## config.mk

```make
export PLATFORM = sky130hd
export DESIGN_NAME = byte_recurrence_checksum_top_flat
export DESIGN_NICKNAME = d
export VERILOG_FILES = /design/src/rtl/core/brc_pkg.sv /design/src/rtl/core/brc_if.sv /design/src/rtl/core/brc_front.sv /design/src/rtl/core/brc_queue.sv /design/src/rtl/core/brc_back.sv /design/src/rtl/core/byte_recurrence_checksum_top.sv /design/src/flat_wrapper.sv
export SDC_FILE = /design/constraint.sdc
export NUM_CORES = 1
export LEC_CHECK = 0
export CORE_AREA = 2 2 149 224
export CTS_BUF_LIST = sky130_fd_sc_hd__clkbuf_4 sky130_fd_sc_hd__clkbuf_8 sky130_fd_sc_hd__clkbuf_16
export DETAILED_ROUTE_END_ITERATION = 10
export DIE_AREA = 0 0 151 226
export DONT_BUFFER_PORTS = 1
export GPL_TIMING_DRIVEN = 0
export PLACE_DENSITY = 0.74
export REMOVE_ABC_BUFFERS = 1
export SYNTH_ARGS = -nofsm -noshare
export SYNTH_HDL_FRONTEND = slang
export SYNTH_SLANG_ARGS = --single-unit
```

## constraint.sdc

```tcl
create_clock -name clk -period 13.16 [get_ports clk]
set_input_delay 2.632 -clock clk [delete_from_list [all_inputs] [get_ports clk]]
set_output_delay 2.632 -clock clk [all_outputs]
set_load 0.02 [all_outputs]
```

## src/rtl/core/brc_pkg.sv

```systemverilog
// Package for the byte recurrence checksum block.
// Holds the queue entry type, queue status type and fixed arithmetic constants.
// No dependencies.
package brc_pkg;

  // Recurrence constants
  localparam logic [7:0]  ALPHA_MUL    = 8'd17;
  localparam logic [7:0]  BETA_MUL     = 8'd31;
  localparam logic [8:0]  FIRST_OFFSET = 9'd7;
  localparam logic [16:0] FOLD_MOD     = 17'd65535;
  // 256 * 65535, lifts any negative difference to a non-negative value
  localparam logic [25:0] NEG_BIAS     = 26'd16776960;

  // One classified item, as passed from the front end to the datapath
  typedef struct packed {
    logic [7:0] data_byte;
    logic       first;
    logic       last;
    logic [7:0] alpha;
    logic [7:0] beta;
  } brc_op_t;

  // Queue status seen by both sides
  typedef struct packed {
    logic empty;
    logic full;
  } brc_q_stat_t;

endpackage

```

## src/rtl/core/brc_if.sv

```systemverilog
// Valid/ready channel interfaces of the byte recurrence checksum block.
// Input channel carries a byte and last flag; result channel a checksum.
// No dependencies.
interface brc_in_if;
  logic       valid;
  logic       ready;
  logic [7:0] data_byte;
  logic       last;

  modport source (output valid, output data_byte, output last, input ready);
  modport sink   (input valid, input data_byte, input last, output ready);
endinterface

interface brc_out_if;
  logic        valid;
  logic        ready;
  logic [15:0] checksum;

  modport source (output valid, output checksum, input ready);
  modport sink   (input valid, input checksum, output ready);
endinterface

```

## src/rtl/core/brc_front.sv

```systemverilog
// Front end: accepts bytes, tracks message position and classifies each item.
// Depends on brc_pkg and brc_in_if.
module brc_front
  import brc_pkg::*;
(
  input  logic        clk,
  input  logic        rst_n,
  brc_in_if.sink      in_ch,
  input  brc_q_stat_t q_stat,
  output logic        push,
  output brc_op_t     push_op
);

  logic [7:0] position_r, position_nxt;
  logic       in_msg_r, in_msg_nxt;

  // Accept whenever the queue has room
  assign in_ch.ready = !q_stat.full;
  assign push        = in_ch.valid && in_ch.ready;

  // Classify item; coefficients are 8-bit products of the position
  always_comb begin
    push_op.data_byte = in_ch.data_byte;
    push_op.last      = in_ch.last;
    push_op.first     = !in_msg_r;
    push_op.alpha     = 8'(position_r * ALPHA_MUL);
    push_op.beta      = 8'(position_r * BETA_MUL);
  end

  // Position tracking
  always_comb begin
    position_nxt = position_r;
    in_msg_nxt   = in_msg_r;
    if (push) begin
      if (in_ch.last) begin
        position_nxt = 8'd0;
        in_msg_nxt   = 1'b0;
      end else begin
        position_nxt = in_msg_r ? position_r + 8'd1 : 8'd1;
        in_msg_nxt   = 1'b1;
      end
    end
  end

  always_ff @(posedge clk) begin
    if (!rst_n) begin
      position_r <= 8'd0;
      in_msg_r   <= 1'b0;
    end else begin
      position_r <= position_nxt;
      in_msg_r   <= in_msg_nxt;
    end
  end

endmodule

```

## src/rtl/core/brc_queue.sv

```systemverilog
// Short queue of classified items between front end and datapath.
// Depends on brc_pkg.
module brc_queue
  import brc_pkg::*;
#(
  parameter int DEPTH = 2
) (
  input  logic        clk,
  input  logic        rst_n,
  input  logic        push,
  input  brc_op_t     push_op,
  input  logic        pop,
  output brc_op_t     head_op,
  output brc_q_stat_t q_stat
);

  localparam int PW = $clog2(DEPTH);
  localparam int CW = $clog2(DEPTH + 1);
  localparam logic [PW-1:0] LAST_PTR = PW'(DEPTH - 1);

  brc_op_t       entry_r [DEPTH];
  logic [PW-1:0] wr_ptr_r, wr_ptr_nxt;
  logic [PW-1:0] rd_ptr_r, rd_ptr_nxt;
  logic [CW-1:0] count_r, count_nxt;

  assign q_stat.empty = (count_r == '0);
  assign q_stat.full  = (count_r == CW'(DEPTH));
  assign head_op      = entry_r[rd_ptr_r];

  // Pointer and fill count update
  always_comb begin
    wr_ptr_nxt = wr_ptr_r;
    rd_ptr_nxt = rd_ptr_r;
    count_nxt  = count_r;
    if (push) begin
      wr_ptr_nxt = (wr_ptr_r == LAST_PTR) ? '0 : wr_ptr_r + PW'(1);
    end
    if (pop) begin
      rd_ptr_nxt = (rd_ptr_r == LAST_PTR) ? '0 : rd_ptr_r + PW'(1);
    end
    case ({push, pop})
      2'b10:   count_nxt = count_r + CW'(1);
      2'b01:   count_nxt = count_r - CW'(1);
      default: count_nxt = count_r;
    endcase
  end

  always_ff @(posedge clk) begin
    if (!rst_n) begin
      wr_ptr_r <= '0;
      rd_ptr_r <= '0;
      count_r  <= '0;
    end else begin
      wr_ptr_r <= wr_ptr_nxt;
      rd_ptr_r <= rd_ptr_nxt;
      count_r  <= count_nxt;
    end
  end

  // Entry storage
  always_ff @(posedge clk) begin
    if (push) begin
      entry_r[wr_ptr_r] <= push_op;
    end
  end

endmodule

```

## src/rtl/core/brc_back.sv

```systemverilog
// Datapath: runs the second-order recurrence and holds the result register.
// Depends on brc_pkg and brc_out_if.
module brc_back
  import brc_pkg::*;
(
  input  logic        clk,
  input  logic        rst_n,
  input  brc_op_t     head_op,
  input  brc_q_stat_t q_stat,
  output logic        pop,
  brc_out_if.source   out_ch
);

  logic [15:0] cur_r, cur_nxt;
  logic [15:0] prev_r, prev_nxt;
  logic        out_valid_r, out_valid_nxt;
  logic [15:0] checksum_r, checksum_nxt;

  logic [8:0]  mul_a;
  logic [24:0] pos_prod;
  logic [23:0] neg_prod;
  logic [25:0] diff;
  logic [25:0] lifted;
  logic [16:0] folded;
  logic [15:0] rec_term;
  logic [15:0] new_term;

  assign out_ch.valid    = out_valid_r;
  assign out_ch.checksum = checksum_r;

  // Take the head item unless it closes a message and the result slot is held
  assign pop = !q_stat.empty && (!head_op.last || !out_valid_r || out_ch.ready);

  // Recurrence term: ((b+alpha)*cur - beta*prev) mod 65535.
  // A negative difference wraps as 2^64, which is 1 mod 65535.
  always_comb begin
    mul_a    = {1'b0, head_op.data_byte} + {1'b0, head_op.alpha};
    pos_prod = mul_a * cur_r;
    neg_prod = head_op.beta * prev_r;
    diff     = {1'b0, pos_prod} - {2'b00, neg_prod};
    lifted   = diff[25] ? diff + NEG_BIAS + 26'd1 : diff;
    // 65536 is 1 mod 65535: fold upper bits onto the low half
    folded   = {8'd0, lifted[24:16]} + {1'b0, lifted[15:0]};
    rec_term = (folded >= FOLD_MOD) ? 16'(folded - FOLD_MOD) : folded[15:0];
    // First byte of a message opens with byte+7, no wrap
    new_term = head_op.first ? {7'd0, {1'b0, head_op.data_byte} + FIRST_OFFSET} : rec_term;
  end

  // Term state and result slot
  always_comb begin
    cur_nxt       = cur_r;
    prev_nxt      = prev_r;
    out_valid_nxt = out_valid_r && !out_ch.ready;
    checksum_nxt  = checksum_r;
    if (pop) begin
      if (head_op.last) begin
        cur_nxt       = 16'd0;
        prev_nxt      = 16'd1;
        out_valid_nxt = 1'b1;
        checksum_nxt  = new_term;
      end else begin
        cur_nxt  = new_term;
        prev_nxt = head_op.first ? 16'd1 : cur_r;
      end
    end
  end

  always_ff @(posedge clk) begin
    if (!rst_n) begin
      cur_r       <= 16'd0;
      prev_r      <= 16'd1;
      out_valid_r <= 1'b0;
    end else begin
      cur_r       <= cur_nxt;
      prev_r      <= prev_nxt;
      out_valid_r <= out_valid_nxt;
    end
  end

  always_ff @(posedge clk) begin
    checksum_r <= checksum_nxt;
  end

endmodule

```

## src/rtl/core/byte_recurrence_checksum_top.sv

```systemverilog
// Top level of the byte recurrence checksum block.
// Depends on brc_pkg, brc_if, brc_front, brc_queue and brc_back.
//
// Folds a byte stream into a 16-bit checksum, one byte per item, with a last
// flag closing each message; the last byte yields one checksum item and the
// block rearms for the next message. Sustained rate is one byte per clock
// while results are taken: the datapath closes the recurrence (one 9x16 and
// one 8x16 multiply, a subtract and a mod-65535 fold) combinationally, and
// that loop sets the rate. A byte enters the queue at acceptance and leaves
// it at the earliest the next cycle; the checksum shows on the output in the
// cycle after the last byte leaves the queue. The queue of QUEUE_DEPTH
// entries lets input accept while a result waits to be taken.
module byte_recurrence_checksum_top
  import brc_pkg::*;
#(
  parameter int QUEUE_DEPTH = 2
) (
  input  logic      clk,
  input  logic      rst_n,
  brc_in_if.sink    in_ch,
  brc_out_if.source out_ch
);

  logic        push;
  brc_op_t     push_op;
  logic        pop;
  brc_op_t     head_op;
  brc_q_stat_t q_stat;

  brc_front u_front (
    .clk     (clk),
    .rst_n   (rst_n),
    .in_ch   (in_ch),
    .q_stat  (q_stat),
    .push    (push),
    .push_op (push_op)
  );

  brc_queue #(
    .DEPTH (QUEUE_DEPTH)
  ) u_queue (
    .clk     (clk),
    .rst_n   (rst_n),
    .push    (push),
    .push_op (push_op),
    .pop     (pop),
    .head_op (head_op),
    .q_stat  (q_stat)
  );

  brc_back u_back (
    .clk     (clk),
    .rst_n   (rst_n),
    .head_op (head_op),
    .q_stat  (q_stat),
    .pop     (pop),
    .out_ch  (out_ch)
  );

  // Never take an item from an empty queue
  a_no_pop_empty: assert property (@(posedge clk) disable iff (!rst_n)
    pop |-> !q_stat.empty)
    else $error("pop from empty queue");

  // A message-closing item always produces a result next cycle
  a_last_gives_result: assert property (@(posedge clk) disable iff (!rst_n)
    (pop && head_op.last) |=> out_ch.valid)
    else $error("last item gave no result");

  // Reduced checksum stays below the modulus
  a_checksum_range: assert property (@(posedge clk) disable iff (!rst_n)
    out_ch.valid |-> (out_ch.checksum != 16'hFFFF))
    else $error("checksum not reduced");

  // A full queue never pushes
  a_no_push_full: assert property (@(posedge clk) disable iff (!rst_n)
    q_stat.full |-> !push)
    else $error("push into full queue");

endmodule

```

## src/flat_wrapper.sv

```systemverilog
// flat-port wrapper written by rule: the top's interface ports become plain ports
module byte_recurrence_checksum_top_flat import brc_pkg::*;
#(
  parameter int QUEUE_DEPTH = 2
)
  (clk, rst_n, in_ch_valid, in_ch_data_byte, in_ch_last, in_ch_ready, out_ch_valid, out_ch_checksum, out_ch_ready);
  brc_in_if in_ch_i ();
  brc_out_if out_ch_i ();
  input  logic clk;
  input  logic rst_n;
  input wire logic [$bits(in_ch_i.valid)-1:0] in_ch_valid;
  input wire logic [$bits(in_ch_i.data_byte)-1:0] in_ch_data_byte;
  input wire logic [$bits(in_ch_i.last)-1:0] in_ch_last;
  output wire logic [$bits(in_ch_i.ready)-1:0] in_ch_ready;
  output wire logic [$bits(out_ch_i.valid)-1:0] out_ch_valid;
  output wire logic [$bits(out_ch_i.checksum)-1:0] out_ch_checksum;
  input wire logic [$bits(out_ch_i.ready)-1:0] out_ch_ready;
  assign in_ch_i.valid = in_ch_valid;
  assign in_ch_i.data_byte = in_ch_data_byte;
  assign in_ch_i.last = in_ch_last;
  assign in_ch_ready = in_ch_i.ready;
  assign out_ch_valid = out_ch_i.valid;
  assign out_ch_checksum = out_ch_i.checksum;
  assign out_ch_i.ready = out_ch_ready;
  byte_recurrence_checksum_top #(.QUEUE_DEPTH(QUEUE_DEPTH)) u_core (.clk(clk), .rst_n(rst_n), .in_ch(in_ch_i), .out_ch(out_ch_i));
endmodule
```

# ---- Word-level counts from Yosys, hierarchy flattened
# Memory sizes are Yosys's and may differ from the RTL's. A register that Yosys moved wholly into a read port is not among the register bits.
# Cells that the tools add are included.
dict set report totals {
  reg_bits 62
  ramBits 52
  out_inout_bits 18
  word_cells 62
  memories 1
}
dict set report op_classes {
  addsub 12
  n_mul 4
  n_lt_le_gt_ge 1
  eq_ne 3
  muxes 18
  n_reduce_logical 14
}
# memory depth width read_ports rd_ports_with_merged_regs write_ports line_no
set memory_table {}
lappend memory_table {u_core.u_queue.entry_r 2 26 1 1 1 brc_queue.sv:21} ;# brc_op_t entry_r [DEPTH];
# cell count
set op_table {}
lappend op_table {{two-way mux 16 bit} 5}
lappend op_table {{subtractor 25 x 24 -> 26 bit} 1}
lappend op_table {{adder 25 x 1 -> 25 bit, second input constant} 1}
lappend op_table {{adder 25 x 24 -> 25 bit, second input constant} 1}
lappend op_table {{multiplier 9 x 16 -> 25 bit} 1}
lappend op_table {{two-way mux 25 bit} 1}
lappend op_table {{multiplier 8 x 16 -> 24 bit} 1}
lappend op_table {{adder 9 x 16 -> 17 bit} 1}
lappend op_table {{>= comparator 17 x 16 -> 1 bit, second input constant} 1}
lappend op_table {{multiplier 8 x 5 -> 8 bit, second input constant} 2}
lappend op_table {{two-way mux 8 bit} 2}
lappend op_table {{subtractor 16 bit, second input constant} 1}
lappend op_table {{adder 8 x 3 -> 9 bit, second input constant} 1}
lappend op_table {{adder 8 x 8 -> 9 bit} 1}
lappend op_table {{two-way mux 1 bit} 9}
lappend op_table {{adder 8 x 1 -> 8 bit, second input constant} 1}
lappend op_table {{zero test 1 bit} 6}
lappend op_table {{equality test 2 bit, second input constant} 2}
lappend op_table {{one-hot mux 2 bit (2 select lines)} 1}
lappend op_table {{logical AND 1 bit} 3}
lappend op_table {{adder 1 bit, second input constant} 2}
lappend op_table {{adder 2 x 1 -> 2 bit, second input constant} 1}
lappend op_table {{equality test 2 x 1 -> 1 bit, second input constant} 1}
lappend op_table {{zero test 2 bit} 1}
lappend op_table {{other kinds (4)} 5}

# ---- Depth between registers and ports, before layout
# Gate-level depths: netlist (run 1).
dict set report depth {
  ltp_word 11
  mapped_depth 56
  mapped_depth_nobuf 51
}

# ---- Hierarchy
# From an unflattened synthesis (run 1), not the netlist that was laid out.
dict set report unflattened {
  hier_cells 1774
  hier_area_um2 16373.2
}
# module instances cells_each area_each_um2 seq_area_each_um2
set by_module_without_submodules {}
lappend by_module_without_submodules {brc_back 1 1538 13122.6 1141.1}
lappend by_module_without_submodules {brc_queue 1 103 2085.8 1661.6}
lappend by_module_without_submodules {brc_front 1 133 1164.9 180.2}

# ---- Worst setup path before layout (run 1)
# No wires, ideal clock.
dict set report synth_path {
  kind {reg-to-reg}
  startpoint {register (tool-made name)}
  endpoint {register u_core.u_back.checksum_r[7] (netlist: u_core.u_back.out_ch.checksum[7]) (data pin)}
  setup_time_ns 0.266
  arrival_time_ns 12.819
  slack_ns 0.074
  stages_incl_launch_ff 54
  period_less_slack_ns 13.086
  cell_sequence {dfxtp_1 -> clkbuf_1 -> clkbuf_1 -> buf_1 -> mux2_2 -> clkbuf_1 -> ha_1 -> inv_1 -> fa_1 -> inv_1 -> a21oi_1 -> o21ai_0 -> a21oi_1 -> o21bai_1 -> xor2_1 -> clkbuf_1 -> nand2_1 -> fa_1 -> [... 18 more ...] -> nand2_1 -> nor3_1 -> xor2_1 -> ha_1 -> fa_1 -> a211oi_1 -> o21bai_1 -> a21oi_1 -> xnor2_1 -> o2bb2a_1 -> o22ai_1 -> o2111ai_1 -> a31oi_1 -> nand2b_1 -> o31ai_4 -> nand3_1 -> xnor2_1 -> mux2i_1}
}
# element line_no
set synth_rtl {}
lappend synth_rtl {{to (signal assigned)} brc_back.sv:81} ;# checksum_r <= checksum_nxt;
lappend synth_rtl {{to (decl)} brc_back.sv:17} ;# logic [15:0] checksum_r, checksum_nxt;

==> summary.md, run 1 <==
| Metric | Value |
|---|---|
| H-tree Lvls | `4` |
| Commonest cells in the netlist | `inv_1, fa_1, nand2_1` |
| Synthesis Warnings | `0` |
| Vias per cell | `5.641` |
| Height of the chip | `226 um` |
| CP max stage delay | `0.55 ns` |
| Top-count cell post-synth | `inv_1` |
| Primary FF master, synth | `edfxtp_1` |
| Post-synthesis sequential area ratio | `18.32%` |
| Register Area | `0.002927 sq mm` |
| # nets final | `2082` |
| Synth Area in XOR/XNOR | `4.987%` |
| Min Tclk post-route | `12.66 ns` |
| WL/cell | `18.81 um` |
| Maxcap violations | `0` |
| Post-Synthesis Cell Area | `0.01596 sq mm` |
| Overall die area | `0.03413 sq mm` |
| Worst Path Max Fanout | `16` |
| P&R area growth vs syn | `8.374%` |
| DRT antenna net count | `0` |
| CTS tree | `built` |
| Placement Cell Area | `0.01641 sq mm` |
| Hold Crit Class | `register to register` |
| # fillers | `2845` |
| Number of global-route vias before repair | `13080` |
| Worst EP arrival | `12.99 ns` |
| Fmax | `0.07897 GHz` |
| Final HPWL DP | `31840 um` |
| CP dominant cell by count | `fa_1` |
| First-pass GRT wire length | `65830 um` |
| Synth unique cells | `77` |
| IO buf count | `0` |
| Worst path required time | `13.49 ns` |
| Initial antenna violation count | `1` |
| Worst setup SP type | `register` |
| Initial core utilization | `49.51%` |
| Number of instances in the placed design | `2095` |
| Asr flop ratio synth | `0%` |
| Worst Setup Path Type | `register to register` |
| DR pass1 iterations | `7` |
| Post-synth top area cell | `fa_1` |
| Syn avg cell area | `9.187 sq um` |
| Status | `finished clean` |
| Setup violations, final | `0` |
| Design area | `0.01729 sq mm` |
| Number of buffers on the longest clock path | `2` |
| Register bit count reported by yosys | `113` |
| Simple-Gate Fraction of Synth Area | `17.57%` |
| Hold Vio Cnt, Final | `0` |
| GP Congestion | `0.9474` |
| Layout cells sized above 1 | `7.118%` |
| Adder-cell share of the synthesized area | `38.95%` |
| Syn Inst Count | `1737` |
| Core footprint | `0.03223 sq mm` |
| Root Buffer | `clkbuf_16` |
| Max Slew Vio Count | `0` |
| CP max stage cell | `fa_1` |
| DR vias | `12100` |
| Gr ovfl total | `0` |
| Area share of the largest cell type after synthesis | `29.86%` |
| Hold buffer count at cts | `0` |
| Largest family of logic cells by synthesized area | `adder cells` |
| Die Wd | `151 um` |
| RSZ-0062 raised after global routing | `false` |
| GRT Overall Usage | `25.14%` |
| Slew headroom | `23.55%` |
| CTS Buf Count | `17` |
| Area occupied by multi-input gates | `0.01175 sq mm` |
| Residual DRC count | `0` |
| Multiplexer share of the synthesized area | `2.054%` |
| Pin count of the biggest net entering global routing | `37` |
| I/O pins | `31` |
| Total length of routed wires | `40350 um` |
| Clk sinks | `113` |
| Clk_skew | `0.01108 ns` |
| Period utilization | `96.23%` |
| Largest cells by area after synthesis | `fa_1, edfxtp_1, ha_1` |
| Row count | `81` |
| EDFF count, synth | `66` |
| Initial DRC Count | `686` |
| Crit end category | `register` |
| Post-synthesis compound-gate area fraction | `8.813%` |
| Tightest Pin Transition | `1.147 ns` |
| Fin cells | `2145` |
| Worst-skew pair later-pin latency | `0.44 ns` |
| Reg clk slew, reported paths | `0.06 ns` |
timing repair:
action / in CTS / in global routing
endpoints found under the setup margin: 32 / 32
buffers inserted: 4 / 11
gates cloned: 0 / 0
resized for setup: 14 / 20
pin swaps: 1 / 1
layer usage:
metal	up-vias	global-route usage, %	wire length [um]
met5	-	0	0
met4	0	14.17	2464
met3	144	3.879	2032
met2	401	46.64	21940
met1	6080	26.65	13910
li1	5475	-	-
path summary, 6_finish.rpt:
| kind | start | end | slack [ns] | depth (start not counted) |
|---|---|---|---|---|
| min reg2reg | u_core.u_front.in_msg_r | u_core.u_front.in_msg_r | 0.54 | 1 |
| min | u_core.u_front.in_msg_r | u_core.u_front.in_msg_r | 0.54 | 1 |
| max | register | u_core.u_back.cur_r[4] | 0.50 | 46 |
| max reg2reg | register | u_core.u_back.cur_r[4] | 0.50 | 46 |
state kept, by name, indices dropped and copies added (netlist names), 2 cells and up, named ones only:
name,cells
u_core.u_back.cur_r,16
u_core.u_back.out_ch.checksum,16
u_core.u_back.prev_r,16
u_core.u_front.position_r,8
u_core.u_queue.count_r,2
u_core.u_queue.entry_r,50
kinds of logic after synthesis:
family          after synthesis
simple gates                554
buf+inv                     393
fa+ha+maj                   354
compound gates              202
flops                       113
xor+xnor                     90
mux                          31
worst max-delay path: cells and delay by family (launching register included):
kind | cells | cell delay (ns)
DFF | 1 | 0.47
and+or+nand+nor | 8 | 2.21
xor gates and xnor gates | 3 | 0.69
buffers and inverters | 6 | 0.47
AOI/OAI and AO/OA | 19 | 4.15
muxes | 1 | 0.36
adders and majority gates | 9 | 4.15
layout make-up:
type / count / area share, %
Multi-Input combinational cell: 1231 / 67.94
Sequential cell: 113 / 16.92
Inverter: 328 / 7.119
Tap cell: 415 / 3.002
Clock buffer: 17 / 2.460
Timing Repair Buffer: 24 / 1.592
Clock inverter: 15 / 0.9405
Antenna cell: 2 / 0.02894
metrics by stage:
| step | hold WS [ns] | TNS [ns] | util [%] | worst slack, ns |
|---|---|---|---|---|
| after CTS | 0.5322 | 0 | 53.06 | 0.05149 |
| final | 0.5394 | 0 | 53.66 | 0.4963 |
| after global placement | 0.5061 | -44.10 | 50.34 | -1.700 |
| after global routing | 0.5589 | 0 | 53.65 | 0.002728 |
| after detailed placement | 0.5181 | -54.66 | 50.92 | -2.037 |
| after floorplan | 0.4698 | 0 | - | 0.8784 |
placed cells by master (no fill, tap or decap), types with 26 or more instances in the layout:
| cell type | count |
|---|---|
| a21oi_1 | 47 |
| and2_1 | 100 |
| dfxtp_1 | 46 |
| edfxtp_1 | 66 |
| fa_1 | 238 |
| ha_1 | 116 |
| inv_1 | 327 |
| nand2_1 | 205 |
| nand2b_1 | 26 |
| nand3_1 | 32 |
| nor2_1 | 57 |
| nor2b_1 | 60 |
| xnor2_1 | 56 |
| xor2_1 | 26 |
Power of run 1 is not shown: default switching activity piles up to over one toggle a cycle in this logic, so the estimate is an artifact.
==> run 2, diff against run 1 <==
--- a/config.mk
+++ b/config.mk
@@ -5,13 +5,15 @@
 export SDC_FILE = /design/constraint.sdc
 export NUM_CORES = 1
 export LEC_CHECK = 0
-export CORE_AREA = 2 2 149 224
+export CELL_PAD_IN_SITES_DETAIL_PLACEMENT = 0
+export CELL_PAD_IN_SITES_GLOBAL_PLACEMENT = 2
+export CORE_AREA = 2 2 169 253
 export CTS_BUF_LIST = sky130_fd_sc_hd__clkbuf_4 sky130_fd_sc_hd__clkbuf_8 sky130_fd_sc_hd__clkbuf_16
 export DETAILED_ROUTE_END_ITERATION = 10
-export DIE_AREA = 0 0 151 226
+export DIE_AREA = 0 0 171 255
 export DONT_BUFFER_PORTS = 1
 export GPL_TIMING_DRIVEN = 0
-export PLACE_DENSITY = 0.74
+export PLACE_DENSITY = 0.86
 export REMOVE_ABC_BUFFERS = 1
 export SYNTH_ARGS = -nofsm -noshare
 export SYNTH_HDL_FRONTEND = slang
==> constraint.sdc (replaced) <==
create_clock -name clk -period 13.16 [get_ports clk]
set_input_delay 2.632 -clock clk [delete_from_list [all_inputs] [get_ports clk]]
set_output_delay 2.632 -clock clk [all_outputs]
set_load 0.1 [all_outputs]
==> summary.md, run 2 (synthesized netlist as in run 1, its figures left out) <==
| Metric | Value |
|---|---|
| Status | `finished clean` |
| Pin count of the biggest net entering global routing | `37` |
| Initial DRC Count | `562` |
| Commonest non-fill, non-tap cell in the layout | `inv_1` |
| Gr ovfl total | `0` |
| Period utilization | `95.05%` |
| Hold buffer count at cts | `0` |
| RSZ-0062 raised after global routing | `false` |
| Min Tclk post-route | `12.51 ns` |
| First-pass GRT wire length | `69310 um` |
| CTS Buf Count | `17` |
| Overall die area | `0.04361 sq mm` |
| Worst Path Max Fanout | `16` |
| WL/cell | `18.86 um` |
| I/O pins | `31` |
| IO buf count | `0` |
| Final setup TNS | `0 ns` |
| Slew headroom | `14.41%` |
| Register Area | `0.002927 sq mm` |
| Bufs and invs on worst path | `6` |
| P&R area growth vs syn | `9.495%` |
| # nets final | `2080` |
| GRT Overall Usage | `21.08%` |
| Crit end category | `register` |
| Area occupied by multi-input gates | `0.01179 sq mm` |
| DRT antenna net count | `0` |
| CTS tree | `built` |
| Core footprint | `0.04167 sq mm` |
| Clk_skew | `0.01607 ns` |
| GP Congestion | `0.8865` |
| DR pass1 iterations | `5` |
| Initial antenna violation count | `1` |
| H-tree Lvls | `4` |
| Die Wd | `171 um` |
| Min Hold Slack | `0.5334 ns` |
| Tightest Pin Transition | `1.284 ns` |
| Clk sinks | `113` |
| Worst setup SP type | `register` |
| Max reg flops | `50` |
| Final HPWL DP | `34660 um` |
| Total length of routed wires | `43200 um` |
| Number of buffers on the longest clock path | `2` |
| Commonest cells after routing, fill and taps aside | `inv_1, fa_1, nand2_1` |
| CP top delay family | `adder cells` |
| Vias per cell | `5.173` |
| Worst Setup Path Type | `register to register` |
| # fillers | `4240` |
| Residual DRC count | `0` |
| Height of the chip | `255 um` |
| Reg clk slew, reported paths | `0.06 ns` |
| Maxcap violations | `0` |
| Row count | `92` |
| Worst EP arrival | `12.68 ns` |
| DR vias | `11850` |
| Worst path required time | `13.33 ns` |
| CP max stage cell | `fa_1` |
| Biggest register | `u_core.u_queue.entry_r` |
| Layout cells sized above 1 | `7.242%` |
| Number of global-route vias before repair | `13000` |
| Max Slew Vio Count | `0` |
| Setup violations, final | `0` |
| CP max stage delay | `0.58 ns` |
| Hold Crit Class | `register to register` |
| Hold Vio Cnt, Final | `0` |
| Root Buffer | `clkbuf_16` |
| Initial core utilization | `38.30%` |
| Worst-skew pair later-pin latency | `0.44 ns` |
| Fmax | `0.07995 GHz` |
run 2: path summary, 6_finish.rpt:
check | startpoint | end | slack [ns] | depth (start not counted)
setup / recovery | register | u_core.u_back.out_ch.checksum[7] | 0.65 | 45
hold / removal | u_core.u_front.in_msg_r | u_core.u_front.in_msg_r | 0.53 | 1
setup reg to reg | register | u_core.u_back.out_ch.checksum[7] | 0.65 | 45
hold reg to reg | u_core.u_front.in_msg_r | u_core.u_front.in_msg_r | 0.53 | 1
run 2: cell type report:
type                            instances  share of cell area, %
Antenna cell                            1                0.01432
Clock buffer                           19                  2.657
Clock inverter                         13                 0.7089
Inverter                              328                  7.046
Multi-Input combinational cell       1232                  67.46
Sequential cell                       113                  16.75
Tap cell                              564                  4.039
Timing Repair Buffer                   21                  1.325
run 2: routing by layer:
metal	global-route usage [%]	wire [um]
met5	0	13
met2	41.53	24490
met4	11.82	2537
met3	2.366	1205
met1	21.09	14950
run 2: metrics by stage:
step	util, %	setup WS, ns	instance area [sq um]	std cells
final	41.93	0.6520	17470	2291
after detailed placement	39.76	-2.589	16570	2243
after floorplan	-	0.8784	15700	1672
after global placement	39.38	-2.115	16410	2236
after global routing	41.93	0.01266	17470	2290
after CTS	41.55	0.06864	17310	2280
run 2: worst reg2reg max path: cells and delay by family (launching register included):
kind            cells  cell delay [ns]
fa+ha+maj           9             4.13
buf+inv             6             0.38
simple gates        9             2.03
mux                 2             0.52
flops               1             0.50
compound gates     16             3.94
xor+xnor            3             0.75
run 2: repair_timing:
| item | in CTS | in global routing |
|---|---|---|
| endpoints found under the setup margin | 32 | 32 |
| cloned | 0 | 1 |
| endpoints found under the hold margin | 0 | 0 |
| pin swaps | 2 | 6 |
| gates resized for setup | 21 | 18 |
| buffers inserted | 5 | 9 |
Power of run 2 is left out for the same reason.
